--- config.mk ---
export PLATFORM = sky130hd
export DESIGN_NAME = tet_min_tree
export DESIGN_NICKNAME = d
export VERILOG_FILES = /design/src/hw/rtl/tet_pkg.sv /design/src/hw/rtl/tet_min_tree.sv
export SDC_FILE = /design/constraint.sdc
export NUM_CORES = 2
export LEC_CHECK = 0
export BUFFER_PORTS_ARGS = -buffer_cell sky130_fd_sc_hd__buf_2
export CAP_MARGIN = 20
export CORE_AREA = 2 2 314 316
export CTS_CLUSTER_DIAMETER = 60
export DETAILED_ROUTE_END_ITERATION = 7
export DIE_AREA = 0 0 316 318
export GPL_TIMING_DRIVEN = 0
export PLACE_DENSITY = 0.65
export SLEW_MARGIN = 10
export SYNTH_ARGS = -nofsm -noshare
export SYNTH_HDL_FRONTEND = slang
export SYNTH_SLANG_ARGS = --single-unit
export TNS_END_PERCENT = 100
--- constraint.sdc ---
create_clock -name clk_i -period 9.8 [get_ports clk_i]
set_input_delay 0.98 -clock clk_i [delete_from_list [all_inputs] [get_ports clk_i]]
set_output_delay 0.98 -clock clk_i [all_outputs]
set_load 0.1 [all_outputs]
--- src/hw/rtl/tet_pkg.sv ---
// ----------------------------------------------------------------------------
// Timer expiry table package
// Shared sizes, codes, transaction types and cell control for the timer table.
// ----------------------------------------------------------------------------
package tet_pkg;

  // Table geometry
  localparam int unsigned TimerSlots = 16;
  localparam int unsigned GroupSize  = 4;
  localparam int unsigned NumGroups  = (TimerSlots + GroupSize - 1) / GroupSize;

  // Delay value that means no timer is pending
  localparam logic [47:0] NoExpiry = 48'hFFFF_FFFF_FFFF;

  // Operation codes
  localparam logic [1:0] OpRegister = 2'd0;
  localparam logic [1:0] OpPoll     = 2'd1;
  localparam logic [1:0] OpCancel   = 2'd2;

  // Status codes
  localparam logic [1:0] StatusOk   = 2'd0;
  localparam logic [1:0] StatusMiss = 2'd1;
  localparam logic [1:0] StatusFull = 2'd2;

  // Request transaction
  typedef struct packed {
    logic [1:0]  op;
    logic [47:0] now_ms;
    logic [31:0] timeout_ms;
    logic [7:0]  timer_kind;
    logic [31:0] user_word;
    logic [31:0] cancel_id;
  } cmd_t;

  // Response transaction
  typedef struct packed {
    logic [1:0]  status;
    logic [31:0] new_id;
    logic [7:0]  expired_kind;
    logic [31:0] expired_word;
    logic [47:0] next_expiry_ms;
  } rsp_t;

  // Contents of one timer slot
  typedef struct packed {
    logic [31:0] id;
    logic [7:0]  kind;
    logic [47:0] expiry;
    logic [31:0] word;
  } entry_t;

  // Control broadcast to every cell
  typedef struct packed {
    logic step;    // update cycle
    logic insert;  // register: first free cell takes the new entry
    logic remove;  // poll or cancel: first hit leaves, later cells move down
    logic by_id;   // hit on id match rather than on expiry
  } cell_ctrl_t;

endpackage

--- src/hw/rtl/tet_min_tree.sv ---
// ----------------------------------------------------------------------------
// Timer table minimum tree
// Two-level minimum over the cell candidates: registered group minima, then a
// final pick across the groups.
// ----------------------------------------------------------------------------
module tet_min_tree (
  input  logic        clk_i,
  input  logic        load_i,
  input  logic [47:0] cand_i [tet_pkg::TimerSlots],
  output logic [47:0] min_o
);

  logic [47:0] grp_min_d [tet_pkg::NumGroups];
  logic [47:0] grp_min_q [tet_pkg::NumGroups];

  // Reduce each group of cells
  always_comb begin
    for (int g = 0; g < int'(tet_pkg::NumGroups); g++) begin
      grp_min_d[g] = tet_pkg::NoExpiry;
      for (int k = 0; k < int'(tet_pkg::GroupSize); k++) begin
        if (g * int'(tet_pkg::GroupSize) + k < int'(tet_pkg::TimerSlots)) begin
          if (cand_i[g * int'(tet_pkg::GroupSize) + k] < grp_min_d[g]) begin
            grp_min_d[g] = cand_i[g * int'(tet_pkg::GroupSize) + k];
          end
        end
      end
    end
  end

  always_ff @(posedge clk_i) begin
    if (load_i) begin
      grp_min_q <= grp_min_d;
    end
  end

  // Pick across the groups
  always_comb begin
    min_o = tet_pkg::NoExpiry;
    for (int g = 0; g < int'(tet_pkg::NumGroups); g++) begin
      if (grp_min_q[g] < min_o) begin
        min_o = grp_min_q[g];
      end
    end
  end

endmodule

==> flow_metrics.tcl <==
set metrics [dict create \
    grt_pass1_vias 29795 \
    synth_async_sr_flop_share_pct 0 \
    hold_viol 0 \
    ant_nets 0 \
    drv_cap 0 \
    path_max_fanout 10 \
    holdPathEnd "grp_min_q[33]$_DFFE_PP_" \
    cp-start-kind "flip-flop" \
    synthCells 3640 \
    io_buffers 817 \
    fin_hold_ws_ns 0.842 \
    end_kind "primary output" \
    cellLeakagePower_uw 0.0217 \
    tightest_slew_ns 0.730 \
    cts.hold.buffers_added 0 \
    start_util_pct 32.8 \
    seq_area_um2 5770 \
    ys_top_cells_by_area "ha_1, edfxtp_1, mux2i_1, inv_1, mux2_2" \
    clockRootBuffer "clkbuf_16" \
    relSlewSlack_pct 50.0 \
    critPathRequiredTime_ns 8.82 \
    n_fill_cell 9759 \
    reg.largest.list "grp_min_q (192)" \
    crit_arrival_ns 8.61 \
    critPathKind "reg -> out" \
    period_needed_ns 9.59 \
    largest_register "grp_min_q" \
    crit_path_frequent_cell "a21o_1" \
    via_per_inst 5.27 \
    peakVddDrop_v 0.000469 \
    boundaryPins 818 \
    postPlaceCellArea_um2 37800 \
    drc 0 \
    pwr-share-clk_pct 7.9 \
    std_cell_rows 115 \
    dr.first_iter.drc_count 1861 \
    drive_gt1_share_pct 28.3 \
    grt.met1_usage_pct 32.7 \
    multi_input_area_um2 24500 \
    nNetsFinal 5962 \
    clkSinkCount 192 \
    yosysWarnings 0 \
    final_area_um2 40400 \
    p_switching_uw 4370 \
    largest_reg_flops 192 \
    p_per_area_nw_per_um2 203 \
    core_area_um2 97400 \
    fin_crit_sh_pct 97.9 \
    gp_congestion 0.992 \
    grt_max_degree 109 \
    cts.path.max_buffers 2 \
    wl_per_cell_um 22.8 \
    antenna_found_initial 52 \
    vias 30757 \
    synth.cells.most_frequent "ha_1, inv_1, mux2i_1" \
    syn2layout_area_growth_pct 26.4 \
    crit_slowest_cell "edfxtp_1" \
    finalSetupViolCount 0 \
    synth.most_common_cell "ha_1" \
    netlist_area_um2 32000 \
    post_synth.cell_area_avg_um2 8.78 \
    syn_nets 5100 \
    synth_edf_count 192 \
    fp.dieH_um 318 \
    drv_slew 0 \
    synth_cell_types 74 \
    die_x_um 316 \
    ys_ff_latch 192 \
    seq_area_frac_synth_pct 18.0 \
    switching_share_pct 53.2 \
    htreeDepth 4 \
    cpPeakStageDelay_ns 0.50 \
    fmax_ghz 0.104 \
    hp-class "in -> reg" \
    die_area_um2 100000 \
    synth_top_flop_cell "edfxtp_1" \
    p_int_uw 3840 \
    whs_path_depth 3 \
    grt_busiest_layer "met2" \
    wl_um 133000 \
    gr-usage-met3_pct 3.01 \
    synth_largest_area_cell "ha_1" \
    min_from "cand_i[33]" \
    cts_buffers 17 \
    grt_use_met2_pct 42.3 \
    clk_pin_slew_ns 0.07 \
    grt_util_all_layers_pct 25.3 \
    postLayoutCoreUtil_pct 41.5 \
    seq_power_share_pct 15.6 \
    power_frac_comb_pct 76.6 \
    dpl.hpwl_um 118000 \
    synth_top_area_share_pct 27.0 \
    grt_pass1_wl_um 189000 \
    dr.pass1.iters 6 \
    overflow 0 \
    status "finished clean" \
    cts_tree "yes" \
]
## power groups by stage
stage	registers, uW	logic [uW]	clock network, uW
floorplan	1200	3850	0
global placement	1270	5330	0
detailed placement	1260	5380	0
CTS	1260	5980	660
global route	1290	6690	683
finish	1280	6280	647
## per-layer routing
layer  up-vias  routed length [um]
li1      15086                   -
met1     14444               58300
met2       992               62600
met3       219                6500
met4        16                5650
met5         -                 103
## repair_timing
item                                   in CTS  in global routing
endpoints found under the hold margin       0                  0
gates cloned                                1                  0
setup buffers                               8                 18
pin swaps                                   8                 21
setup endpoints to repair                 240                240
resized for setup                         304                140
## kinds of logic after synthesis
logic type | share of synthesized area, %
AO/OA/AOI/OAI | 16.1
XOR/XNOR | 0.301
adder cells (fa/ha/maj) | 27.0
buffers and inverters | 9.32
flip-flops | 18.0
multiplexers | 20.2
AND/OR/NAND/NOR | 9.08
## metrics by stage
stage	setup slack [ns]	instances	setup TNS [ns]	power, uW
2_1_floorplan	-0.353	3640	-8.39	5040
3_3_place_gp	-2.67	5744	-465.33	6600
3_5_place_dp	-2.66	5745	-476.77	6640
4_1_cts	-0.00159	5783	-0.00159	7900
5_1_grt	-0.120	5839	-5.07	8660
6_report	0.209	5841	0	8200
## final cells by class
cell class | instances | area share, %
inverter | 676 | 6.28
timing repair buffer | 845 | 11.4
tap | 1287 | 3.98
clock buffer | 19 | 1.07
antenna | 41 | 0.254
multi-input combinational | 2676 | 60.7
sequential | 192 | 14.3
clock inverter | 11 | 0.229
buffer | 94 | 1.81
## how the worst max path moves through the flow
stage	start	to	slack, ns	depth (start not counted)
floorplan	grp_min_q[135]$_DFFE_PP_	min_o[27]	-0.35	34
global placement	cand_i[726]	grp_min_q[178]$_DFFE_PP_	-2.67	36
detailed placement	cand_i[722]	grp_min_q[179]$_DFFE_PP_	-2.66	36
CTS	grp_min_q[117]$_DFFE_PP_	min_o[27]	-0.002	34
global route	grp_min_q[165]$_DFFE_PP_	min_o[42]	-0.12	37
finish	grp_min_q[135]$_DFFE_PP_	min_o[42]	0.21	35
## placed cells by master (no fill, tap or decap), types with 23 or more instances in the layout
| master | count |
|---|---|
| a211oi_1 | 23 |
| a21o_1 | 194 |
| a21oi_1 | 216 |
| buf_2 | 793 |
| buf_4 | 47 |
| buf_6 | 40 |
| diode_2 | 41 |
| edfxtp_1 | 192 |
| ha_1 | 689 |
| inv_1 | 676 |
| mux2_2 | 150 |
| mux2i_1 | 364 |
| mux2i_2 | 55 |
| mux2i_4 | 55 |
| nand2_1 | 96 |
| nand3_1 | 39 |
| nand4_1 | 137 |
| nor2_1 | 128 |
| nor2b_1 | 31 |
| nor3_1 | 33 |
| o21ai_0 | 122 |
| o31ai_1 | 52 |
## worst max-delay path: cells and delay by family (launching register included)
family / cells / cell delay (ns)
buffers and inverters: 7 / 1.39
DFF: 1 / 0.50
and+or+nand+nor: 2 / 0.31
AOI/OAI and AO/OA: 20 / 4.12
adders and majority gates: 3 / 0.87
muxes: 3 / 0.90
Note: power is estimated with default switching activity, not from simulation.
