--- config.mk ---
export PLATFORM = sky130hd
export DESIGN_NAME = tet_cell
export DESIGN_NICKNAME = d
export VERILOG_FILES = /design/src/hw/rtl/tet_pkg.sv /design/src/hw/rtl/tet_cell.sv
export SDC_FILE = /design/constraint.sdc
export NUM_CORES = 1
export LEC_CHECK = 0
export ABC_CLOCK_PERIOD_IN_PS = 10700
export BUFFER_PORTS_ARGS = -buffer_cell sky130_fd_sc_hd__clkbuf_2
export CELL_PAD_IN_SITES_DETAIL_PLACEMENT = 1
export CELL_PAD_IN_SITES_GLOBAL_PLACEMENT = 1
export CORE_AREA = 2 2 197 199
export DETAILED_ROUTE_END_ITERATION = 16
export DIE_AREA = 0 0 199 201
export HOLD_SLACK_MARGIN = 0.02
export PLACE_DENSITY_LB_ADDON = 0.05
export SETUP_SLACK_MARGIN = 0.3
export SLEW_MARGIN = 10
export SYNTH_ARGS = -nofsm -noshare
export SYNTH_HDL_FRONTEND = slang
export SYNTH_SLANG_ARGS = --single-unit
--- constraint.sdc ---
create_clock -name clk_i -period 10.7 [get_ports clk_i]
set_input_delay 2.14 -clock clk_i [delete_from_list [all_inputs] [get_ports clk_i]]
set_output_delay 2.14 -clock clk_i [all_outputs]
set_load 0.01 [all_outputs]
--- src/hw/rtl/tet_pkg.sv ---
// ----------------------------------------------------------------------------
// Timer expiry table package
// Shared sizes, codes, transaction types and cell control for the timer table.
// ----------------------------------------------------------------------------
package tet_pkg;

  // Table geometry
  localparam int unsigned TimerSlots = 16;
  localparam int unsigned GroupSize  = 4;
  localparam int unsigned NumGroups  = (TimerSlots + GroupSize - 1) / GroupSize;

  // Delay value that means no timer is pending
  localparam logic [47:0] NoExpiry = 48'hFFFF_FFFF_FFFF;

  // Operation codes
  localparam logic [1:0] OpRegister = 2'd0;
  localparam logic [1:0] OpPoll     = 2'd1;
  localparam logic [1:0] OpCancel   = 2'd2;

  // Status codes
  localparam logic [1:0] StatusOk   = 2'd0;
  localparam logic [1:0] StatusMiss = 2'd1;
  localparam logic [1:0] StatusFull = 2'd2;

  // Request transaction
  typedef struct packed {
    logic [1:0]  op;
    logic [47:0] now_ms;
    logic [31:0] timeout_ms;
    logic [7:0]  timer_kind;
    logic [31:0] user_word;
    logic [31:0] cancel_id;
  } cmd_t;

  // Response transaction
  typedef struct packed {
    logic [1:0]  status;
    logic [31:0] new_id;
    logic [7:0]  expired_kind;
    logic [31:0] expired_word;
    logic [47:0] next_expiry_ms;
  } rsp_t;

  // Contents of one timer slot
  typedef struct packed {
    logic [31:0] id;
    logic [7:0]  kind;
    logic [47:0] expiry;
    logic [31:0] word;
  } entry_t;

  // Control broadcast to every cell
  typedef struct packed {
    logic step;    // update cycle
    logic insert;  // register: first free cell takes the new entry
    logic remove;  // poll or cancel: first hit leaves, later cells move down
    logic by_id;   // hit on id match rather than on expiry
  } cell_ctrl_t;

endpackage

--- src/hw/rtl/tet_cell.sv ---
// ----------------------------------------------------------------------------
// Timer table cell
// Holds one timer slot, finds its own hit, takes part in the priority chain,
// shifts down from its upper neighbour on removal and offers a delay candidate.
// ----------------------------------------------------------------------------
module tet_cell (
  input  logic                  clk_i,
  input  logic                  rst_ni,
  input  tet_pkg::cell_ctrl_t   ctrl_i,
  input  tet_pkg::entry_t       wr_entry_i,
  input  logic [47:0]           now_i,
  input  logic [31:0]           cancel_id_i,
  input  logic                  left_valid_i,
  input  logic                  hit_before_i,
  input  logic                  next_valid_i,
  input  tet_pkg::entry_t       next_entry_i,
  output logic                  valid_o,
  output tet_pkg::entry_t       entry_o,
  output logic                  hit_o,
  output logic                  hit_before_o,
  output logic [47:0]           cand_o
);

  logic            valid_q, valid_d;
  tet_pkg::entry_t entry_q, entry_d;
  logic [47:0]     cand_q, cand_d;
  logic [48:0]     diff;
  logic            late;
  logic            match;
  logic            flag;
  logic            shift;
  logic            write;

  // Compare against the current time and the cancel id
  assign diff  = {1'b0, entry_q.expiry} - {1'b0, now_i};
  assign late  = diff[48] | (diff[47:0] == '0);
  assign match = (entry_q.id == cancel_id_i);
  assign flag  = valid_q & (ctrl_i.by_id ? match : late);

  // Priority chain: only the first flagged cell hits
  assign hit_o        = flag & ~hit_before_i;
  assign hit_before_o = hit_before_i | flag;

  // Move down from the upper neighbour at or above the hit, or take a new entry
  assign shift = ctrl_i.step & ctrl_i.remove & hit_before_o;
  assign write = ctrl_i.step & ctrl_i.insert & ~valid_q & left_valid_i;

  always_comb begin
    valid_d = valid_q;
    entry_d = entry_q;
    if (shift) begin
      valid_d = next_valid_i;
      entry_d = next_entry_i;
    end else if (write) begin
      valid_d = 1'b1;
      entry_d = wr_entry_i;
    end
  end

  // Delay candidate of the surviving contents
  always_comb begin
    cand_d = tet_pkg::NoExpiry;
    if (valid_q && !(ctrl_i.remove && hit_o)) begin
      cand_d = late ? '0 : diff[47:0];
    end
  end

  always_ff @(posedge clk_i or negedge rst_ni) begin
    if (!rst_ni) begin
      valid_q <= 1'b0;
    end else begin
      valid_q <= valid_d;
    end
  end

  // Hold slot contents and candidate
  always_ff @(posedge clk_i) begin
    entry_q <= entry_d;
    if (ctrl_i.step) begin
      cand_q <= cand_d;
    end
  end

  assign valid_o = valid_q;
  assign entry_o = entry_q;
  assign cand_o  = cand_q;

endmodule

==> results_dict.tcl, run 1 <==
set metrics [dict create \
    status "finished clean" \
    rr_startpoint "entry_o[32]" \
    multi_input_area_um2 5940 \
    pwr-share-clk_pct 31.0 \
    first_global_vias 10700 \
    overflow 0 \
    coreArea_um2 38100 \
    startpoint_type "input port" \
    intPower_uw 1430 \
    antenna_found_initial 18 \
    hold_buffers 0 \
    nets 1875 \
    die-area_um2 40000 \
    initial_core_util_pct 30.2 \
    clkTransAtPathRegs_ps 60 \
    io_buffers 499 \
    first_pass_iters 4 \
    syn-cell-area_um2 11500 \
    synth_top_area_share_pct 43.8 \
    final_cell_area_um2 15100 \
    grt_usage_pct 22.8 \
    worst_path_max_delay_cell "a21oi_1" \
    drc 0 \
    routed_wl_mm 45.0 \
    cts_tree "yes" \
    setup.worst_path.start "now_i[0]" \
    slew_headroom_pct 21.4 \
    ant_nets 0 \
    yosys.area.top_type "edfxtp_1" \
    net-switching-power_uw 645 \
    rsz0062_at_grt "no" \
    critPathKind "in2out" \
    synth_seq_area_share_pct 44.0 \
    regArea_um2 5070 \
    switching_share_pct 31.1 \
    std_cell_rows 72 \
    path_max_fanout 7 \
    syn_nets 1408 \
    period_share_pct 77.4 \
    gp_congestion 0.829 \
    period_minus_slack_ps 8280 \
    cpMostUsedCell "clkbuf_2" \
    cp.arrival_ps 6140 \
    powerDensity_nw_per_um2 138 \
    netlist_top_cells_area "edfxtp_1 (44%), mux2_4 (10%), ha_1 (5.2%)" \
    hold_viol_final 0 \
    path_buf_inv 2 \
    cpPeakStageDelay_ps 580 \
    cellLeakagePower_uw 0.00684 \
    tns_ps 0 \
    postCtsResizedCells 0 \
    synth-edff-count 168 \
    syn_to_final_growth_pct 30.7 \
    ys.warnings.count 0 \
    skew_ps 16.6 \
    ys_ff_latch 169 \
    critical_path.top_delay_family "compound AO/OA/AOI/OAI gates" \
    hp-class "reg2reg" \
    boundaryPins 500 \
    cp_cell_sequence "clkbuf_2 > ha_1 > fa_1 > nand2b_1 > a21oi_4 > a41oi_1 > a21oi_1 > o31ai_4 > and3_1 > or4_1 > a2111oi_0 > and4b_1 > o21a_1 > and2_1 > clkbuf_2" \
    yosys-top-cells-count "edfxtp_1 (168), nand2_1 (79), mux2_4 (78)" \
    post-cts-setup-buffers 0 \
    setup_violations 0 \
    clk_path_buf_depth 2 \
    synthArstFlopShare_pct 0.592 \
    fmax_mhz 121 \
    peakVddDrop_v 0.000113 \
    die_w_um 199 \
    drv_cap 0 \
    wl_per_cell_um 22.1 \
    hold_start "entry_o[32]" \
    cts_max_level 4 \
    fillers 4374 \
    seqPwrFrac_pct 40.4 \
    dp_hpwl_mm 37.2 \
    cts_buffers 17 \
    netlist-cell-type-count 77 \
    grt_max_degree 122 \
    drive_above_1_share_pct 45.2 \
    syn_area_per_cell_um2 11.2 \
    grt_pass1_wl_mm 67.0 \
    comb_power_share_pct 28.6 \
    slew_viol_final 0 \
    cts.sinks 169 \
    ys.flop_type "edfxtp_1" \
    drt_iter0_markers 429 \
    worst_skew_pair.late_latency_ps 460 \
    vias 10000 \
    endpoint_kind "output port" \
    worst-endpoint-required_ps 8560 \
    clock-root-buffer "clkbuf_16" \
    viasPerCell 4.91 \
    synth.most_common_cell "edfxtp_1" \
    dpl_cell_area_um2 14400 \
    die_h_um 201 \
    tightest_slew_ps 1180 \
    syn_inst 1030 \
]
## per-layer routing
layer	up-vias	wire, um	global-route usage (%)
met2	284	22900	39.5
met1	4834	17900	26.3
li1	4839	-	-
met4	12	850	7.44
met5	-	76	0
met3	46	3340	7.36
## cell type report
class	count	area share, %
antenna	15	0.249
clock buffer	18	2.85
clock inverter	12	1.01
inverter	59	1.47
multi-input combinational	745	39.5
sequential	169	33.7
tap	518	4.31
timing repair buffer	505	17.0
## power groups by stage
stage / combinational, uW / clock [uW] / sequential, uW
after floorplan: 336 / 0 / 880
after global placement: 592 / 0 / 852
after detailed placement: 597 / 0 / 853
after CTS: 600 / 662 / 839
after global routing: 657 / 682 / 844
final: 594 / 642 / 838
## metrics by stage
stage | util, % | worst slack, ps | power [uW] | cells | hold slack, ps
floorplan | - | 2290 | 1220 | 1030 | 881
global placement | 37.9 | 2500 | 1440 | 1996 | 872
detailed placement | 37.9 | 2450 | 1450 | 1996 | 870
CTS | 39.4 | 2430 | 2100 | 2026 | 880
global route | 39.5 | 2190 | 2180 | 2033 | 932
finish | 39.5 | 2420 | 2070 | 2041 | 873
## sequential cells by signal (all words and copies together), names as in the netlist
name / cells
valid_o: 1
cand_o: 48
entry_o: 120
## layout by cell type, fill, tap and decap left out, types with 5 or more instances in the layout
master     netlist  final
inv_1           59     59
nand2_1         79     78
o21bai_1         8      8
edfxtp_1       168    168
nor2_1          35     35
clkbuf_2         2    499
ha_1            48     48
nor4_1          13     13
and2_1          12     12
o21a_1           6      6
and4_1           5      5
a21o_1          16     16
mux2_4          78     78
xnor2_1         23     23
nand4_1         21     21
nor3_1          15     15
and3_1           8      8
o21ai_1          5      5
mux2_2          44     44
or2_2            6      6
o211ai_1        39     39
clkbuf_16        0     17
diode_2          0     15
nor3b_1          5      5
nand3_1         37     37
buf_4            1      5
a21oi_1         69     69
xor2_1          44     44
a31oi_1          8      8
or4_1            8      8
o21ai_0         41     41
## tightest hold or removal path: cells and delay by family, from the launching register on
| family | cells | cell delay [ps] |
|---|---|---|
| buffers and inverters | 1 | 80 |
| AOI/OAI and AO/OA | 1 | 90 |
| DFF | 1 | 390 |
| adders and majority gates | 1 | 140 |
## kinds of logic (layout without fill, tap and decap cells)
family	count (synthesis)	count (layout)	share of synthesized area, %
other	0	15	0
xor gates and xnor gates	67	67	5.09
and+or+nand+nor	265	265	12.0
muxes	125	125	14.7
adders and majority gates	49	49	5.39
DFF	169	169	44.0
buffers and inverters	116	594	4.71
AOI/OAI and AO/OA	239	239	14.0
## final timing paths
check | endpoint | slack [ps] | depth (start not counted)
setup reg to reg | entry_o[67] | 4870 | 15
setup / recovery | hit_o | 2420 | 15
max in group asynchronous | valid_o | 9170 | 1
hold / removal | cand_o[0] | 870 | 3
hold reg to reg | cand_o[0] | 870 | 3
min in group asynchronous | valid_o | 1450 | 1
Power figures use the tool's default switching activity.
==> run 2: changes to the inputs <==
- ABC_CLOCK_PERIOD_IN_PS: 10700 -> 7200
- CORE_AREA: 2 2 197 199 -> 2 2 196 198
- DIE_AREA: 0 0 199 201 -> 0 0 198 200
- clock period: 10.7 -> 7.2 ns (I/O delays scaled with it)
==> run 2 against run 1 <==
  * Hold slack lost 130 ps
  * Final area grew 0.30%
  * Combinational power grew 50%
  * Critical path depth is the same
  * Clock skew shrank 1.6 ps
  * Clock power grew 41%
  * Largest power group unchanged
  * Register-to-register slack lost 2500 ps
  * Non-clock buffer count grew 6
  * Cell count shrank 0.44%
  * Die area shrank 1.0%
  * Setup slack lost 1900 ps
  * Sequential cell count is the same
==> results_dict.tcl, run 2 (synthesis results as in run 1) <==
set metrics [dict create \
    status "finished clean" \
    drc 0 \
    die-area_um2 39600 \
    cts.sinks 169 \
    largest_reg_flops 120 \
    cts_tree "yes" \
    postCtsResizedCells 0 \
    hold_buffers 0 \
    post-cts-setup-buffers 0 \
    initial_core_util_pct 30.8 \
    die_w_um 198 \
    dp.cells 1995 \
    critPathCapture "hit_o" \
    clkTransAtPathRegs_ps 70 \
    path_buf_inv 3 \
    worst_skew_pair.late_latency_ps 460 \
    antenna_found_initial 10 \
    cellLeakagePower_uw 0.00688 \
    slew_headroom_pct 21.2 \
    dpl_cell_area_um2 14500 \
    cp.arrival_ps 5220 \
    boundaryPins 500 \
    cpMostUsedCell "clkbuf_2" \
    cts_buffers 17 \
    tns_ps 0 \
    worst-endpoint-required_ps 5760 \
    wl_per_cell_um 22.0 \
    routed_wl_mm 44.8 \
    coreArea_um2 37400 \
    setup.worst_path.start "now_i[7]" \
    clk_path_buf_depth 2 \
    reg2reg_to "entry_o[2]" \
    hp-class "in2async" \
    path_max_fanout 9 \
    powerDensity_nw_per_um2 201 \
    hold_viol_final 0 \
    rsz0062_at_grt "no" \
    worst_path_max_delay_cell "or4_1" \
    std_cell_rows 71 \
    first_pass_iters 4 \
    fmax_mhz 150 \
    final_cells 2032 \
    rr_startpoint "entry_o[39]" \
    critical_path.top_delay_family "compound AO/OA/AOI/OAI gates" \
    io_buffers 499 \
    setup_violations 0 \
    die_h_um 200 \
    cpPeakStageDelay_ps 550 \
    layout_commonest_cell "clkbuf_2" \
    clock-root-buffer "clkbuf_16" \
    vias 9992 \
    cp.depth 15 \
    critPathKind "in2out" \
    skew_ps 15.0 \
    fillers 4301 \
    grt_usage_pct 22.2 \
    total_power_uw 3040 \
    syn_to_final_growth_pct 31.1 \
    drt_iter0_markers 408 \
    ant_nets 0 \
    period_share_pct 92.5 \
    regArea_um2 5070 \
    mostFrequentLayoutCells "clkbuf_2 (499), edfxtp_1 (168), nand2_1 (78), mux2_4 (78), a21oi_1 (68)" \
    nets 1881 \
    rr_worst_depth 13 \
    dp_hpwl_mm 37.3 \
    final_cell_area_um2 15100 \
    tightest_slew_ps 1180 \
    grt_pass1_wl_mm 64.9 \
    cp_cell_sequence "clkbuf_2 > inv_1 > ha_1 > nand4_1 > or4_1 > a31o_2 > a31oi_2 > mux2_2 > o211ai_1 > o2111ai_1 > a2111oi_1 > and4b_2 > o21a_1 > and2_1 > clkbuf_2" \
    period_minus_slack_ps 6660 \
    first_global_vias 10400 \
    r2r_slack_ps 2340 \
    endpoint_kind "output port" \
    overflow 0 \
    cts_max_level 4 \
    multi_input_area_um2 5960 \
    drv_cap 0 \
    grt_max_degree 64 \
    startpoint_type "input port" \
    peakVddDrop_v 0.000173 \
    gp_congestion 0.841 \
    viasPerCell 4.92 \
    slew_viol_final 0 \
    drive_above_1_share_pct 45.7 \
]
-- run 2: metal layers --
metal | wire length (um) | global-route usage [%] | vias up
met5 | 35 | 0 | -
met4 | 978 | 6.99 | 6
met3 | 3070 | 7.43 | 46
met2 | 22500 | 38.8 | 284
met1 | 18200 | 25.8 | 4815
li1 | - | - | 4841
-- run 2: through the flow --
stage	hold WS (ps)	utilization, %	worst slack (ps)
after floorplan	881	-	694
after global placement	893	38.8	452
after detailed placement	898	38.8	340
after CTS	721	40.3	335
after global routing	728	40.4	314
final	748	40.4	543
-- run 2: cell type report --
type | count | share of cell area, %
inverters | 59 | 1.47
repair buffers | 511 | 17.5
clock inverters | 13 | 0.812
clock buffers | 19 | 2.87
diodes | 5 | 0.0829
multi-input cells | 745 | 39.5
flip-flops and latches | 169 | 33.6
well taps | 511 | 4.23
-- run 2: power breakdown --
group          internal, uW  total [uW]  switching, uW
clock                   480         905            425
sequential             1210        1250           38.9
combinational           380         890            510
total                  2070        3040            974
-- run 2: worst min path at each step --
stage / start / end / slack (ps) / depth (start not counted)
final: rst_ni / valid_o / 750 / 1
after global routing: rst_ni / valid_o / 730 / 1
after CTS: rst_ni / valid_o / 720 / 1
after detailed placement: valid_o / cand_o[22] / 900 / 2
after floorplan: entry_o[32] / cand_o[0] / 880 / 3
after global placement: valid_o / cand_o[37] / 890 / 2
==> run 3: changes to the inputs <==
--- a/config.mk
+++ b/config.mk
@@ -7,3 +7,3 @@
 export LEC_CHECK = 0
-export ABC_CLOCK_PERIOD_IN_PS = 7200
+export ABC_CLOCK_PERIOD_IN_PS = 5920
 export BUFFER_PORTS_ARGS = -buffer_cell sky130_fd_sc_hd__clkbuf_2
==> constraint.sdc (replaced) <==
create_clock -name clk_i -period 5.92 [get_ports clk_i]
set_input_delay 0.888 -clock clk_i [delete_from_list [all_inputs] [get_ports clk_i]]
set_output_delay 0.888 -clock clk_i [all_outputs]
set_load 0.01 [all_outputs]
==> run 3 against run 2 <==
  * Final area increased by 0.59%
  * Utilization up 0.24 points
  * Critical path depth stayed put
  * Cell count grew 0.54%
  * Power rose by 22%
  * Critical endpoint unchanged
  * Highest routed layer is now met4
==> results_dict.tcl, run 3 (synthesis results as in run 1) <==
set metrics [dict create \
    grt_usage_pct 22.5 \
    worst-endpoint-required_ps 5030 \
    hp-class "in2async" \
    ant_nets 0 \
    slew_viol_final 0 \
    viasPerCell 4.92 \
    final_cells 2043 \
    initial_core_util_pct 30.8 \
    rr_startpoint "entry_o[36]" \
    startpoint_type "input port" \
    drt_iter0_markers 382 \
    cp.arrival_ps 4530 \
    fmax_mhz 185 \
    overflow 0 \
    die_h_um 200 \
    cts.sinks 169 \
    die-area_um2 39600 \
    drv_cap 0 \
    cts_max_level 4 \
    multi_input_area_um2 5970 \
    mostFrequentLayoutCells "clkbuf_2 (499), edfxtp_1 (168), nand2_1 (78), mux2_4 (78), a21oi_1 (68)" \
    syn_to_final_growth_pct 31.8 \
    vias 10000 \
    slew_headroom_pct 47.1 \
    die_w_um 198 \
    status "finished clean" \
    setup.worst_path.start "now_i[8]" \
    rsz0062_at_grt "no" \
    critPathKind "in2out" \
    drive_above_1_share_pct 46.0 \
    tns_ps 0 \
    peakVddDrop_v 0.000215 \
    boundaryPins 500 \
    period_minus_slack_ps 5420 \
    antenna_found_initial 9 \
    powerDensity_nw_per_um2 244 \
    grt_pass1_wl_mm 65.5 \
    endpoint_kind "output port" \
    routed_wl_mm 45.1 \
    dp_hpwl_mm 38.0 \
    clk_path_buf_depth 2 \
    largest_reg_flops 120 \
    gp_congestion 0.851 \
    dp.cells 1997 \
    first_global_vias 10600 \
    wl_per_cell_um 22.1 \
    clock-root-buffer "clkbuf_16" \
    r2r_slack_ps 970 \
    skew_ps 13.2 \
    io_buffers 499 \
    std_cell_rows 71 \
    fillers 4315 \
    period_share_pct 91.5 \
    post-place-ws_ps 244 \
    setup_slack_ps 504 \
    grt_max_degree 62 \
    reg2reg_to "entry_o[14]" \
    rr_worst_depth 14 \
    coreArea_um2 37400 \
    drc 0 \
    cts_buffers 17 \
    critPathCapture "hit_o" \
    cts_tree "yes" \
    cellLeakagePower_uw 0.00692 \
    clkTransAtPathRegs_ps 70 \
    first_pass_iters 4 \
    worst_skew_pair.late_latency_ps 460 \
    regArea_um2 5070 \
    layout_commonest_cell "clkbuf_2" \
    setup_violations 0 \
    nets 1888 \
    hold_viol_final 0 \
    tightest_slew_ps 785 \
    path_max_fanout 6 \
]
run 3: cell count changes in the layout (fill, tap and decap cells not counted), sizes merged:
cell / delta
buf: +7
inv: +1
clkinv: -1
diode: +4
run 3: critical path, stage by stage:
cell and delay (ps):
clkbuf_2 80, inv_1 30, ha_1 400, nand4_1 240, or4_1 560, a31o_2 240, a31oi_1 300, mux2_2 380
o211ai_1 140, o2111ai_1 160, a2111oi_1 390, and4b_2 330, o21a_1 140, and2_1 130, clkbuf_2 120
run 3: worst min-delay path by stage:
stage                     endpoint  slack (ps)  depth (start not counted)
final                      valid_o         190                          1
after CTS                  valid_o         170                          1
after global placement     valid_o         660                          1
after global routing       valid_o         180                          1
after floorplan            valid_o         590                          0
after detailed placement   valid_o         670                          1
run 3: layer usage:
layer	GRT usage (%)	share of wire [%]	up-vias
met4	8.19	2.5	0
met3	6.38	6.8	45
met1	26.4	40	4858
met5	0	0	-
met2	39.4	51	283
li1	-	-	4856
run 3: timing repair:
item                       in CTS  in global routing
pin swaps                       0                  3
buffers inserted                0                  5
resized for setup               2                  4
setup endpoints to repair       2                  2
hold buffers                    0                  0
run 3: power breakdown:
part	internal (uW)	leakage, uW	switching [uW]
clock network	582	0.000266	514
logic	470	0.00506	623
registers	1470	0.00160	47.0
total	2520	0.00692	1180
run 3: final cells by class:
class	instances	share of cell area [%]
multi-input combinational	745	39.3
clock inverter	13	0.791
tap	511	4.21
timing repair buffer	518	17.9
sequential	169	33.4
clock buffer	19	2.85
inverter	59	1.46
antenna	9	0.148
run 3: stage by stage:
stage          utilization [%]  area, um2  total power [uW]  hold slack [ps]
2_1_floorplan                -      11500              2190              592
3_3_place_gp              38.9      14600              2620              665
3_5_place_dp              38.9      14600              2640              666
4_1_cts                   40.4      15100              3750              169
5_1_grt                   40.6      15200              3900              176
6_report                  40.6      15200              3700              195
